$ cat config.mk
export PLATFORM = sky130hd
export DESIGN_NAME = ultrasonic_echo_ranger_flat
export DESIGN_NICKNAME = d
export VERILOG_FILES = /design/src/uer_pkg.sv /design/src/uer_if.sv /design/src/ultrasonic_echo_ranger.sv /design/src/flat_wrapper.sv
export VERILOG_INCLUDE_DIRS = /design/src /design/src/src
export SDC_FILE = /design/constraint.sdc
export NUM_CORES = 1
export LEC_CHECK = 0
export ABC_CLOCK_PERIOD_IN_PS = 6200
export BUFFER_PORTS_ARGS = -buffer_cell sky130_fd_sc_hd__clkbuf_2
export CELL_PAD_IN_SITES_DETAIL_PLACEMENT = 1
export CELL_PAD_IN_SITES_GLOBAL_PLACEMENT = 1
export CORE_MARGIN = 1
export CORE_UTILIZATION = 35
export CTS_BUF_LIST = sky130_fd_sc_hd__clkbuf_4
export CTS_CLUSTER_DIAMETER = 100
export CTS_CLUSTER_SIZE = 30
export DETAILED_ROUTE_END_ITERATION = 6
export PLACE_DENSITY_LB_ADDON = 0.15
export SYNTH_ARGS = -nofsm -noshare
export SYNTH_HDL_FRONTEND = slang
export SYNTH_SLANG_ARGS = --single-unit
export TNS_END_PERCENT = 10
$ cat constraint.sdc
create_clock -name clk -period 6.2 [get_ports clk]
set_clock_uncertainty 0.1 [all_clocks]
set_input_delay 0.31 -clock clk [delete_from_list [all_inputs] [get_ports clk]]
set_output_delay 0.31 -clock clk [all_outputs]
set_load 0.05 [all_outputs]
$ cat src/ultrasonic_echo_ranger_macros.svh
// ----------------------------------------------------------------------------
// Ultrasonic echo ranger assertion macros
// Shared concurrent-assertion shorthands, clocked on clk with rst_n low
// disabling the check.
// ----------------------------------------------------------------------------
`ifndef ULTRASONIC_ECHO_RANGER_MACROS_SVH
`define ULTRASONIC_ECHO_RANGER_MACROS_SVH

// Same-cycle implication
`define UER_ASSERT_NOW(label, ante, cons, msg) \
    label: assert property (@(posedge clk) disable iff (!rst_n) (ante) |-> (cons)) \
        else $error(msg);

// Next-cycle implication
`define UER_ASSERT_NEXT(label, ante, cons, msg) \
    label: assert property (@(posedge clk) disable iff (!rst_n) (ante) |=> (cons)) \
        else $error(msg);

`endif

$ cat src/uer_pkg.sv
// ----------------------------------------------------------------------------
// Ultrasonic echo ranger package
// Widths, register indexes, status codes and the result record.
// ----------------------------------------------------------------------------
package uer_pkg;

    // Counter width for phase, echo width and guard counters
    localparam int CNT_W = 17;
    localparam logic [CNT_W-1:0] CNT_MAX = {CNT_W{1'b1}};

    // Configuration register widths
    localparam int TRIG_W  = 10;
    localparam int TOUT_W  = 17;
    localparam int GUARD_W = 17;
    localparam int CFG_W   = 17;
    localparam int RANGE_W = 15;

    typedef logic [1:0]         cfg_idx_t;
    typedef logic [CFG_W-1:0]   cfg_data_t;
    typedef logic [CNT_W-1:0]   cnt_t;
    typedef logic [1:0]         status_t;
    typedef logic [RANGE_W-1:0] range_t;

    // Register indexes
    localparam cfg_idx_t REG_TRIGGER_TICKS = 2'd0;
    localparam cfg_idx_t REG_TIMEOUT_TICKS = 2'd1;
    localparam cfg_idx_t REG_GUARD_TICKS   = 2'd2;

    // Status codes
    localparam status_t ST_OK      = 2'd0;
    localparam status_t ST_BUSY    = 2'd1;
    localparam status_t ST_TIMEOUT = 2'd2;

    // range = floor(w * 340 / 2 / 1000) = floor(17 * w / 100), done as
    // 17 * w * ceil(2^29 / 100) >> 29, exact while 17 * w stays below 6.1e6
    localparam int RANGE_MUL_W = 27;
    localparam logic [RANGE_MUL_W-1:0] RANGE_MUL = 27'd91268070;
    localparam int RANGE_SHIFT = 29;
    localparam range_t RANGE_MAX = {RANGE_W{1'b1}};

    typedef struct packed {
        logic    trigger_level;
        logic    done_res;
        status_t status;
        range_t  distance_mm;
    } res_t;

endpackage

$ cat src/uer_if.sv
// ----------------------------------------------------------------------------
// Ultrasonic echo ranger channels
// Valid/ready channels for the per-tick input and the per-tick result.
// ----------------------------------------------------------------------------
interface uer_in_if;
    logic valid;
    logic ready;
    logic start_request;
    logic echo_level;

    modport source (output valid, output start_request, output echo_level, input ready);
    modport sink   (input valid, input start_request, input echo_level, output ready);
endinterface

interface uer_out_if;
    logic        valid;
    logic        ready;
    logic        trigger_level;
    logic        done_res;
    logic [1:0]  status;
    logic [14:0] distance_mm;

    modport source (output valid, output trigger_level, output done_res, output status,
                    output distance_mm, input ready);
    modport sink   (input valid, input trigger_level, input done_res, input status,
                    input distance_mm, output ready);
endinterface

$ cat src/ultrasonic_echo_ranger.sv
// Each tick's result is registered on its transfer, into the output register
// or the skid entry; one tick per cycle is taken while the skid is empty.
// State update and range multiply lie between state and result registers.
// A two-entry result buffer (output register plus skid) keeps input open
// while one result waits. Reset clears the phase to idle, all counters to
// zero, the guard counter to saturated, and loads the register defaults.
// ----------------------------------------------------------------------------
// Ultrasonic echo ranger
// Trigger pulse generation, echo width measurement, range, busy and timeout.
// ----------------------------------------------------------------------------
module ultrasonic_echo_ranger (
    input  logic              clk,
    input  logic              rst_n,
    input  logic              cfg_we,
    input  uer_pkg::cfg_idx_t  cfg_index,
    input  uer_pkg::cfg_data_t cfg_data,
    uer_in_if.sink            tick,
    uer_out_if.source         result
);
    import uer_pkg::*;

`include "ultrasonic_echo_ranger_macros.svh"

    localparam logic [1:0] PH_IDLE = 2'd0;
    localparam logic [1:0] PH_TRIG = 2'd1;
    localparam logic [1:0] PH_WAIT = 2'd2;

    // Configuration registers
    logic [TRIG_W-1:0]  trig_ticks_reg;
    logic [TOUT_W-1:0]  tout_ticks_reg;
    logic [GUARD_W-1:0] guard_ticks_reg;

    // Measurement state
    logic [1:0] phase_reg, phase_next;
    cnt_t       phase_cnt_reg, phase_cnt_next;
    cnt_t       width_reg, width_next;
    logic       started_reg, started_next;
    cnt_t       guard_reg, guard_next;
    logic       last_echo_reg;

    // Result buffer
    logic out_valid_reg, skid_valid_reg;
    res_t out_data_reg, skid_data_reg;
    res_t res_next;

    logic in_fire, out_fire;
    logic rise, fall;
    cnt_t guard_inc, phase_inc, width_inc, tlen;
    logic guard_ok, timeout_hit;
    logic [CNT_W+RANGE_MUL_W-1:0] prod;
    logic [CNT_W+RANGE_MUL_W-RANGE_SHIFT-1:0] quot;
    range_t range_sat;

    assign in_fire    = tick.valid && tick.ready;
    assign out_fire   = result.valid && result.ready;
    assign tick.ready = !skid_valid_reg;

    assign result.valid         = out_valid_reg;
    assign result.trigger_level = out_data_reg.trigger_level;
    assign result.done_res      = out_data_reg.done_res;
    assign result.status        = out_data_reg.status;
    assign result.distance_mm   = out_data_reg.distance_mm;

    // Edge detect and saturating increments
    assign rise      = tick.echo_level && !last_echo_reg;
    assign fall      = !tick.echo_level && last_echo_reg;
    assign guard_inc = (guard_reg == CNT_MAX) ? CNT_MAX : guard_reg + 1'b1;
    assign phase_inc = (phase_cnt_reg == CNT_MAX) ? CNT_MAX : phase_cnt_reg + 1'b1;
    assign width_inc = (width_reg == CNT_MAX) ? CNT_MAX : width_reg + 1'b1;
    assign tlen      = (trig_ticks_reg == '0) ? CNT_W'(1) : CNT_W'(trig_ticks_reg);
    assign guard_ok  = (guard_inc >= CNT_W'(guard_ticks_reg)) || (guard_inc == CNT_MAX);
    assign timeout_hit = (phase_inc >= CNT_W'(tout_ticks_reg)) || (phase_inc == CNT_MAX);

    // Range from the stored width (echo is low on the falling-edge tick)
    assign prod = (CNT_W+RANGE_MUL_W)'(width_reg) * (CNT_W+RANGE_MUL_W)'(RANGE_MUL);
    assign quot = prod[CNT_W+RANGE_MUL_W-1:RANGE_SHIFT];
    assign range_sat = (48'(quot) > 48'(RANGE_MAX)) ? RANGE_MAX : RANGE_W'(quot);

    // Per-tick next state and result
    always_comb
    begin
        phase_next     = phase_reg;
        phase_cnt_next = phase_cnt_reg;
        width_next     = width_reg;
        started_next   = started_reg;
        guard_next     = guard_inc;
        res_next       = '0;
        unique case (phase_reg)
            PH_IDLE:
            begin
                if (tick.start_request)
                begin
                    if (guard_ok)
                    begin
                        guard_next             = '0;
                        started_next           = 1'b0;
                        width_next             = '0;
                        res_next.trigger_level = 1'b1;
                        if (CNT_W'(1) >= tlen)
                        begin
                            phase_next     = PH_WAIT;
                            phase_cnt_next = '0;
                        end
                        else
                        begin
                            phase_next     = PH_TRIG;
                            phase_cnt_next = CNT_W'(1);
                        end
                    end
                    else
                    begin
                        res_next.done_res = 1'b1;
                        res_next.status   = ST_BUSY;
                    end
                end
            end
            PH_TRIG:
            begin
                res_next.trigger_level = 1'b1;
                phase_cnt_next         = phase_inc;
                if (phase_inc >= tlen)
                begin
                    phase_next     = PH_WAIT;
                    phase_cnt_next = '0;
                end
                if (tick.start_request)
                begin
                    res_next.done_res = 1'b1;
                    res_next.status   = ST_BUSY;
                end
            end
            default:
            begin
                // wait phase; the unused code behaves the same
                phase_cnt_next = phase_inc;
                if (started_reg)
                begin
                    if (tick.echo_level)
                        width_next = width_inc;
                end
                else if (rise)
                begin
                    started_next = 1'b1;
                    width_next   = CNT_W'(1);
                end
                if (started_reg && fall)
                begin
                    res_next.done_res    = 1'b1;
                    res_next.status      = ST_OK;
                    res_next.distance_mm = range_sat;
                    phase_next           = PH_IDLE;
                    phase_cnt_next       = '0;
                    started_next         = 1'b0;
                end
                else if (timeout_hit)
                begin
                    res_next.done_res = 1'b1;
                    res_next.status   = ST_TIMEOUT;
                    phase_next        = PH_IDLE;
                    phase_cnt_next    = '0;
                    started_next      = 1'b0;
                end
                else if (tick.start_request)
                begin
                    res_next.done_res = 1'b1;
                    res_next.status   = ST_BUSY;
                end
            end
        endcase
    end

    // Configuration writes
    always_ff @(posedge clk or negedge rst_n)
    begin
        if (!rst_n)
        begin
            trig_ticks_reg  <= TRIG_W'(10);
            tout_ticks_reg  <= TOUT_W'(100000);
            guard_ticks_reg <= GUARD_W'(60000);
        end
        else if (cfg_we)
        begin
            unique case (cfg_index)
                REG_TRIGGER_TICKS: trig_ticks_reg  <= cfg_data[TRIG_W-1:0];
                REG_TIMEOUT_TICKS: tout_ticks_reg  <= cfg_data[TOUT_W-1:0];
                REG_GUARD_TICKS:   guard_ticks_reg <= cfg_data[GUARD_W-1:0];
                default:           ;
            endcase
        end
    end

    // State update on each tick transfer
    always_ff @(posedge clk or negedge rst_n)
    begin
        if (!rst_n)
        begin
            phase_reg     <= PH_IDLE;
            phase_cnt_reg <= '0;
            width_reg     <= '0;
            started_reg   <= 1'b0;
            guard_reg     <= CNT_MAX;
            last_echo_reg <= 1'b0;
        end
        else if (in_fire)
        begin
            phase_reg     <= phase_next;
            phase_cnt_reg <= phase_cnt_next;
            width_reg     <= width_next;
            started_reg   <= started_next;
            guard_reg     <= guard_next;
            last_echo_reg <= tick.echo_level;
        end
    end

    // Result buffer control: output register with a skid entry behind it
    always_ff @(posedge clk or negedge rst_n)
    begin
        if (!rst_n)
        begin
            out_valid_reg  <= 1'b0;
            skid_valid_reg <= 1'b0;
        end
        else if (in_fire)
        begin
            if (!out_valid_reg || out_fire)
                out_valid_reg <= 1'b1;
            else
                skid_valid_reg <= 1'b1;
        end
        else if (out_fire)
        begin
            if (skid_valid_reg)
                skid_valid_reg <= 1'b0;
            else
                out_valid_reg <= 1'b0;
        end
    end

    // Result buffer payload
    always_ff @(posedge clk)
    begin
        if (in_fire)
        begin
            if (!out_valid_reg || out_fire)
                out_data_reg <= res_next;
            else
                skid_data_reg <= res_next;
        end
        else if (out_fire && skid_valid_reg)
        begin
            out_data_reg <= skid_data_reg;
        end
    end

    // Checks
    `UER_ASSERT_NOW(a_skid_behind_out, skid_valid_reg, out_valid_reg,
        "skid entry held while output register empty")
    `UER_ASSERT_NOW(a_timeout_only_in_wait,
        in_fire && res_next.done_res && (res_next.status == ST_TIMEOUT),
        (phase_reg != PH_IDLE) && (phase_reg != PH_TRIG),
        "timeout reported outside the wait phase")
    `UER_ASSERT_NEXT(a_start_clears_guard,
        in_fire && (phase_reg == PH_IDLE) && (phase_next != PH_IDLE),
        guard_reg == '0,
        "accepted start did not clear the guard counter")
    `UER_ASSERT_NOW(a_echo_only_in_wait, started_reg,
        (phase_reg != PH_IDLE) && (phase_reg != PH_TRIG),
        "echo marked started outside the wait phase")
    `UER_ASSERT_NOW(a_trigger_not_done_ok,
        in_fire && res_next.trigger_level,
        !(res_next.done_res && (res_next.status == ST_OK)),
        "measurement result reported while trigger high")

endmodule

$ cat src/flat_wrapper.sv
// flat-port wrapper written by rule: the top's interface ports become plain ports
module ultrasonic_echo_ranger_flat import uer_pkg::*;
  (clk, rst_n, cfg_we, cfg_index, cfg_data, tick_valid, tick_start_request, tick_echo_level, tick_ready, result_valid, result_trigger_level, result_done_res, result_status, result_distance_mm, result_ready);
  uer_in_if tick_i ();
  uer_out_if result_i ();
  input  logic clk;
  input  logic rst_n;
  input  logic cfg_we;
  input  uer_pkg::cfg_idx_t cfg_index;
  input  uer_pkg::cfg_data_t cfg_data;
  input wire logic [$bits(tick_i.valid)-1:0] tick_valid;
  input wire logic [$bits(tick_i.start_request)-1:0] tick_start_request;
  input wire logic [$bits(tick_i.echo_level)-1:0] tick_echo_level;
  output wire logic [$bits(tick_i.ready)-1:0] tick_ready;
  output wire logic [$bits(result_i.valid)-1:0] result_valid;
  output wire logic [$bits(result_i.trigger_level)-1:0] result_trigger_level;
  output wire logic [$bits(result_i.done_res)-1:0] result_done_res;
  output wire logic [$bits(result_i.status)-1:0] result_status;
  output wire logic [$bits(result_i.distance_mm)-1:0] result_distance_mm;
  input wire logic [$bits(result_i.ready)-1:0] result_ready;
  assign tick_i.valid = tick_valid;
  assign tick_i.start_request = tick_start_request;
  assign tick_i.echo_level = tick_echo_level;
  assign tick_ready = tick_i.ready;
  assign result_valid = result_i.valid;
  assign result_trigger_level = result_i.trigger_level;
  assign result_done_res = result_i.done_res;
  assign result_status = result_i.status;
  assign result_distance_mm = result_i.distance_mm;
  assign result_i.ready = result_ready;
  ultrasonic_echo_ranger u_core (.clk(clk), .rst_n(rst_n), .cfg_we(cfg_we), .cfg_index(cfg_index), .cfg_data(cfg_data), .tick(tick_i), .result(result_i));
endmodule
==> metrics.cfg <==
[cells_and_area]
layout.filler_cells = 4777
largest_register_ffs = 19
post_route_cells_drive_above_1_share_pct = 20.8
fin_area_um2 = 17400
fin_nets = 2056
syn_to_final_growth_pct = 17.2

[clock_network]
clkSinkCount = 139
cts-buffers-inserted = 17
cts_htree_levels = 4
cts-root-to-sink-buffers = 2
clock_insertion_delay_worst_skew_ps = 650
root_driver = sky130_fd_sc_hd__clkbuf_4
tritoncts_clock_tree = done
cts.clk_slew.worst_paths_ps = 150

[grt]
largest_net_degree_at_the_start_of_global_routing = 63
busiest_layer = met2
globalRouteMet3Util_pct = 3.34
grt_first_pass_wirelength_um = 70100
use_met1_pct = 29.3
grt_antenna_before_repair = 2
grt_pass1_vias = 12460
grt-ovfl-total = 0
met2_capacity_usage_during_global_routing_pct = 34.7
gr-usage-all-layers_pct = 21.3

[route]
vias_per_inst = 5.11
via_count = 11361
routed_wire_length_per_instance_um = 19.6
drt_pass1_iterations = 4
postRouteWirelength_um = 43600
drt_drc_violations_left = 0
drt_first_iter_violations = 451
ant_nets = 0

[run_status]
violations = negative setup slack
run_status = complete, but fails checks

[critical_path]
cp-startpoint = u_core.width_reg[15]
worstRegToRegCells = 19
critical_path.reg2reg.endpoint = u_core.result.distance_mm[14]
crit_path_max_incr_delay_ps = 620
critical_path_class = register to register
worst_setup_path_end_kind = register
startpoint_type = register
critical-path-slowest-cell = sky130_fd_sc_hd__fa_2
timing.critical_path.required_ps = 6500
cp_max_fo = 3
crit_arrival_ps = 6510
worstPathCellList = fa_2, inv_4, buf_4, buf_4, fa_1, fa_1, inv_1, fa_1, ha_1, ha_1, ha_1, a21o_1, a21o_1, a21o_1, or3_1, o22ai_2, nor3_2, or4_4, a32o_1
rrSetupSlack_ps = -10
critical_path.reg2reg.startpoint = u_core.width_reg[15]

[synth]
synth_largest_type_area_fraction_pct = 18.9
syn-mean-instance-area_um2 = 9.87
synth_top_family_by_area = adder cells
synth-adder-area-share_pct = 37.4
post_synth_num_cell_types = 78
synth_compound_area_share_pct = 11.6
synthFlopType = sky130_fd_sc_hd__dfrtp_1
async_reset_ff_share_pct = 72.7
post_synthesis_sequential_element_count = 139
post_synth_instance_area_um2 = 14800
yosys.area_share.simple_pct = 11.2
top_cell_types_by_occurrence_after_synthesis = sky130_fd_sc_hd__inv_1 (319), sky130_fd_sc_hd__ha_1 (220), sky130_fd_sc_hd__fa_1 (140)
postSynthNetCount = 1890
parity_gate_share_of_the_synthesized_area_counting_xor_and_xnor_cells_pct = 2.12
synth-edff-count = 38
synth_top_cell_by_area = sky130_fd_sc_hd__fa_1
synth.top_cells.by_area = sky130_fd_sc_hd__fa_1 (19%), sky130_fd_sc_hd__ha_1 (19%), sky130_fd_sc_hd__dfrtp_1 (12%), sky130_fd_sc_hd__inv_1 (8.1%), sky130_fd_sc_hd__edfxtp_1 (7.7%)
synth.yosys.seq_area_share_pct = 25.0
netlist_instances = 1504
synth-warning-count = 0
synth.most_common_cell = sky130_fd_sc_hd__inv_1
synth.mux.area_fraction_pct = 3.47

[place]
place.gp.congestion = 0.917
io_port_bufs = 46
postPlaceCellArea_um2 = 16500
dp_hpwl_um = 35900

[pwr]
ir_drop_mv = 0.172
power_density_nw_per_um2 = 271
power.static_leakage_nw = 8.81
power_w = 0.00471

[sta]
finalSetupTns_ps = -14.5
drv_slew = 0
period_minus_slack_ps = 6210
post-route-period-util_pct = 100
timing.final.setup_violations = 1
max_freq_mhz = 161
rsz_0062_raised_after_global_routing = true
setup_slack_ps = -14.5
report.final.hold_viol_count = 0
max-slew-margin-rel_pct = 29.6
worstMarginPinSlew_ps = 1060

[die]
fp.dieArea_um2 = 43200
core_area_um2 = 41900
num_rows = 75
fp.dieW_um = 208
ios = 47
die_height_um = 208
initial_core_util_pct = 35.5

[worst_hold_path]
worst_hold_path_type = primary input to register
hold_path_depth = 5
hold_sp = cfg_index[1]
worstHoldEndpoint = u_core.trig_ticks_reg[6]

[flow_run]
timing.max_cap.violations = 0

[layer usage]
metal  up-vias  part of all wire [%]
met5         -                     0
li1       5412                     -
met2       172                    47
met1      5739                    48
met4         0                   1.3
met3        38                   4.1
[worst max-delay path by stage]
stage	end	slack [ps]	depth (start not counted)
floorplan	u_core.result.distance_mm[14]	2	18
global placement	u_core.result.distance_mm[14]	-130	19
detailed placement	u_core.result.distance_mm[14]	-250	21
CTS	u_core.result.distance_mm[14]	-40	19
global route	u_core.result.distance_mm[14]	-270	20
finish	u_core.result.distance_mm[14]	-10	19
[cell type report]
class / instances / area (um^2) / share of cell area [%]
Tap cell: 539 / 674 / 3.88
Clock buffer: 18 / 135 / 0.777
Clock inverter: 14 / 154 / 0.885
Sequential cell: 139 / 3720 / 21.4
Timing Repair Buffer: 184 / 1340 / 7.69
Inverter: 319 / 1200 / 6.90
Antenna cell: 2 / 5.00 / 0.0288
Multi-Input combinational cell: 1009 / 10200 / 58.5
[kinds of logic after synthesis]
kind of cell / after synthesis
and+or+nand+nor: 320
muxes: 46
AOI/OAI and AO/OA: 247
buffers and inverters: 356
DFF: 139
xor gates and xnor gates: 36
adders and majority gates: 360
[critical path, delay by kind of cell (launching register included)]
family / cells / cell delay [ps]
buffers and inverters: 4 / 370
and+or+nand+nor: 3 / 990
AOI/OAI and AO/OA: 5 / 1000
DFF: 1 / 450
adders and majority gates: 7 / 3080
[where the power goes]
group	switching [W]	internal, W	total, W
logic	0.00166	0.00110	0.00276
registers	0.000150	0.00116	0.00131
clock network	0.000425	0.000221	0.000646
[placed cells by master, fill, tap and decap left out, types with 21 or more instances in the layout]
cell type,n
sky130_fd_sc_hd__dfrtp_1,63
sky130_fd_sc_hd__ha_1,211
sky130_fd_sc_hd__nand3_1,27
sky130_fd_sc_hd__dfstp_2,32
sky130_fd_sc_hd__nand4_1,23
sky130_fd_sc_hd__a21o_1,21
sky130_fd_sc_hd__a31oi_1,24
sky130_fd_sc_hd__buf_4,114
sky130_fd_sc_hd__a21oi_1,52
sky130_fd_sc_hd__clkbuf_2,45
sky130_fd_sc_hd__edfxtp_1,38
sky130_fd_sc_hd__inv_1,315
sky130_fd_sc_hd__o21ai_0,26
sky130_fd_sc_hd__and2_1,24
sky130_fd_sc_hd__nand2_1,90
sky130_fd_sc_hd__o31ai_1,29
sky130_fd_sc_hd__dlygate4sd3_1,23
sky130_fd_sc_hd__nor2_1,52
sky130_fd_sc_hd__mux2_2,40
sky130_fd_sc_hd__fa_1,132
[timing repair]
action | in CTS | in global routing
gates resized for setup | 23 | 46
setup buffers | 3 | 3
hold buffers | 23 | 0
gates cloned | 0 | 0
hold endpoints to repair | 100 | 0
pin swaps | 25 | 41
endpoints found under the setup margin | 22 | 27
[per-stage QoR]
step / cells / hold slack, ps / util (%) / worst slack (ps)
6_report: 2224 / 87.3 / 41.5 / -14.5
5_1_grt: 2224 / 62.0 / 41.5 / -266
4_1_cts: 2219 / 7.13 / 40.9 / -39.1
3_5_place_dp: 2161 / 313 / 39.3 / -249
3_3_place_gp: 2161 / 306 / 39.3 / -126
2_1_floorplan: 1504 / -85.6 / - / 1.66
(Power assumes the default switching activity.)
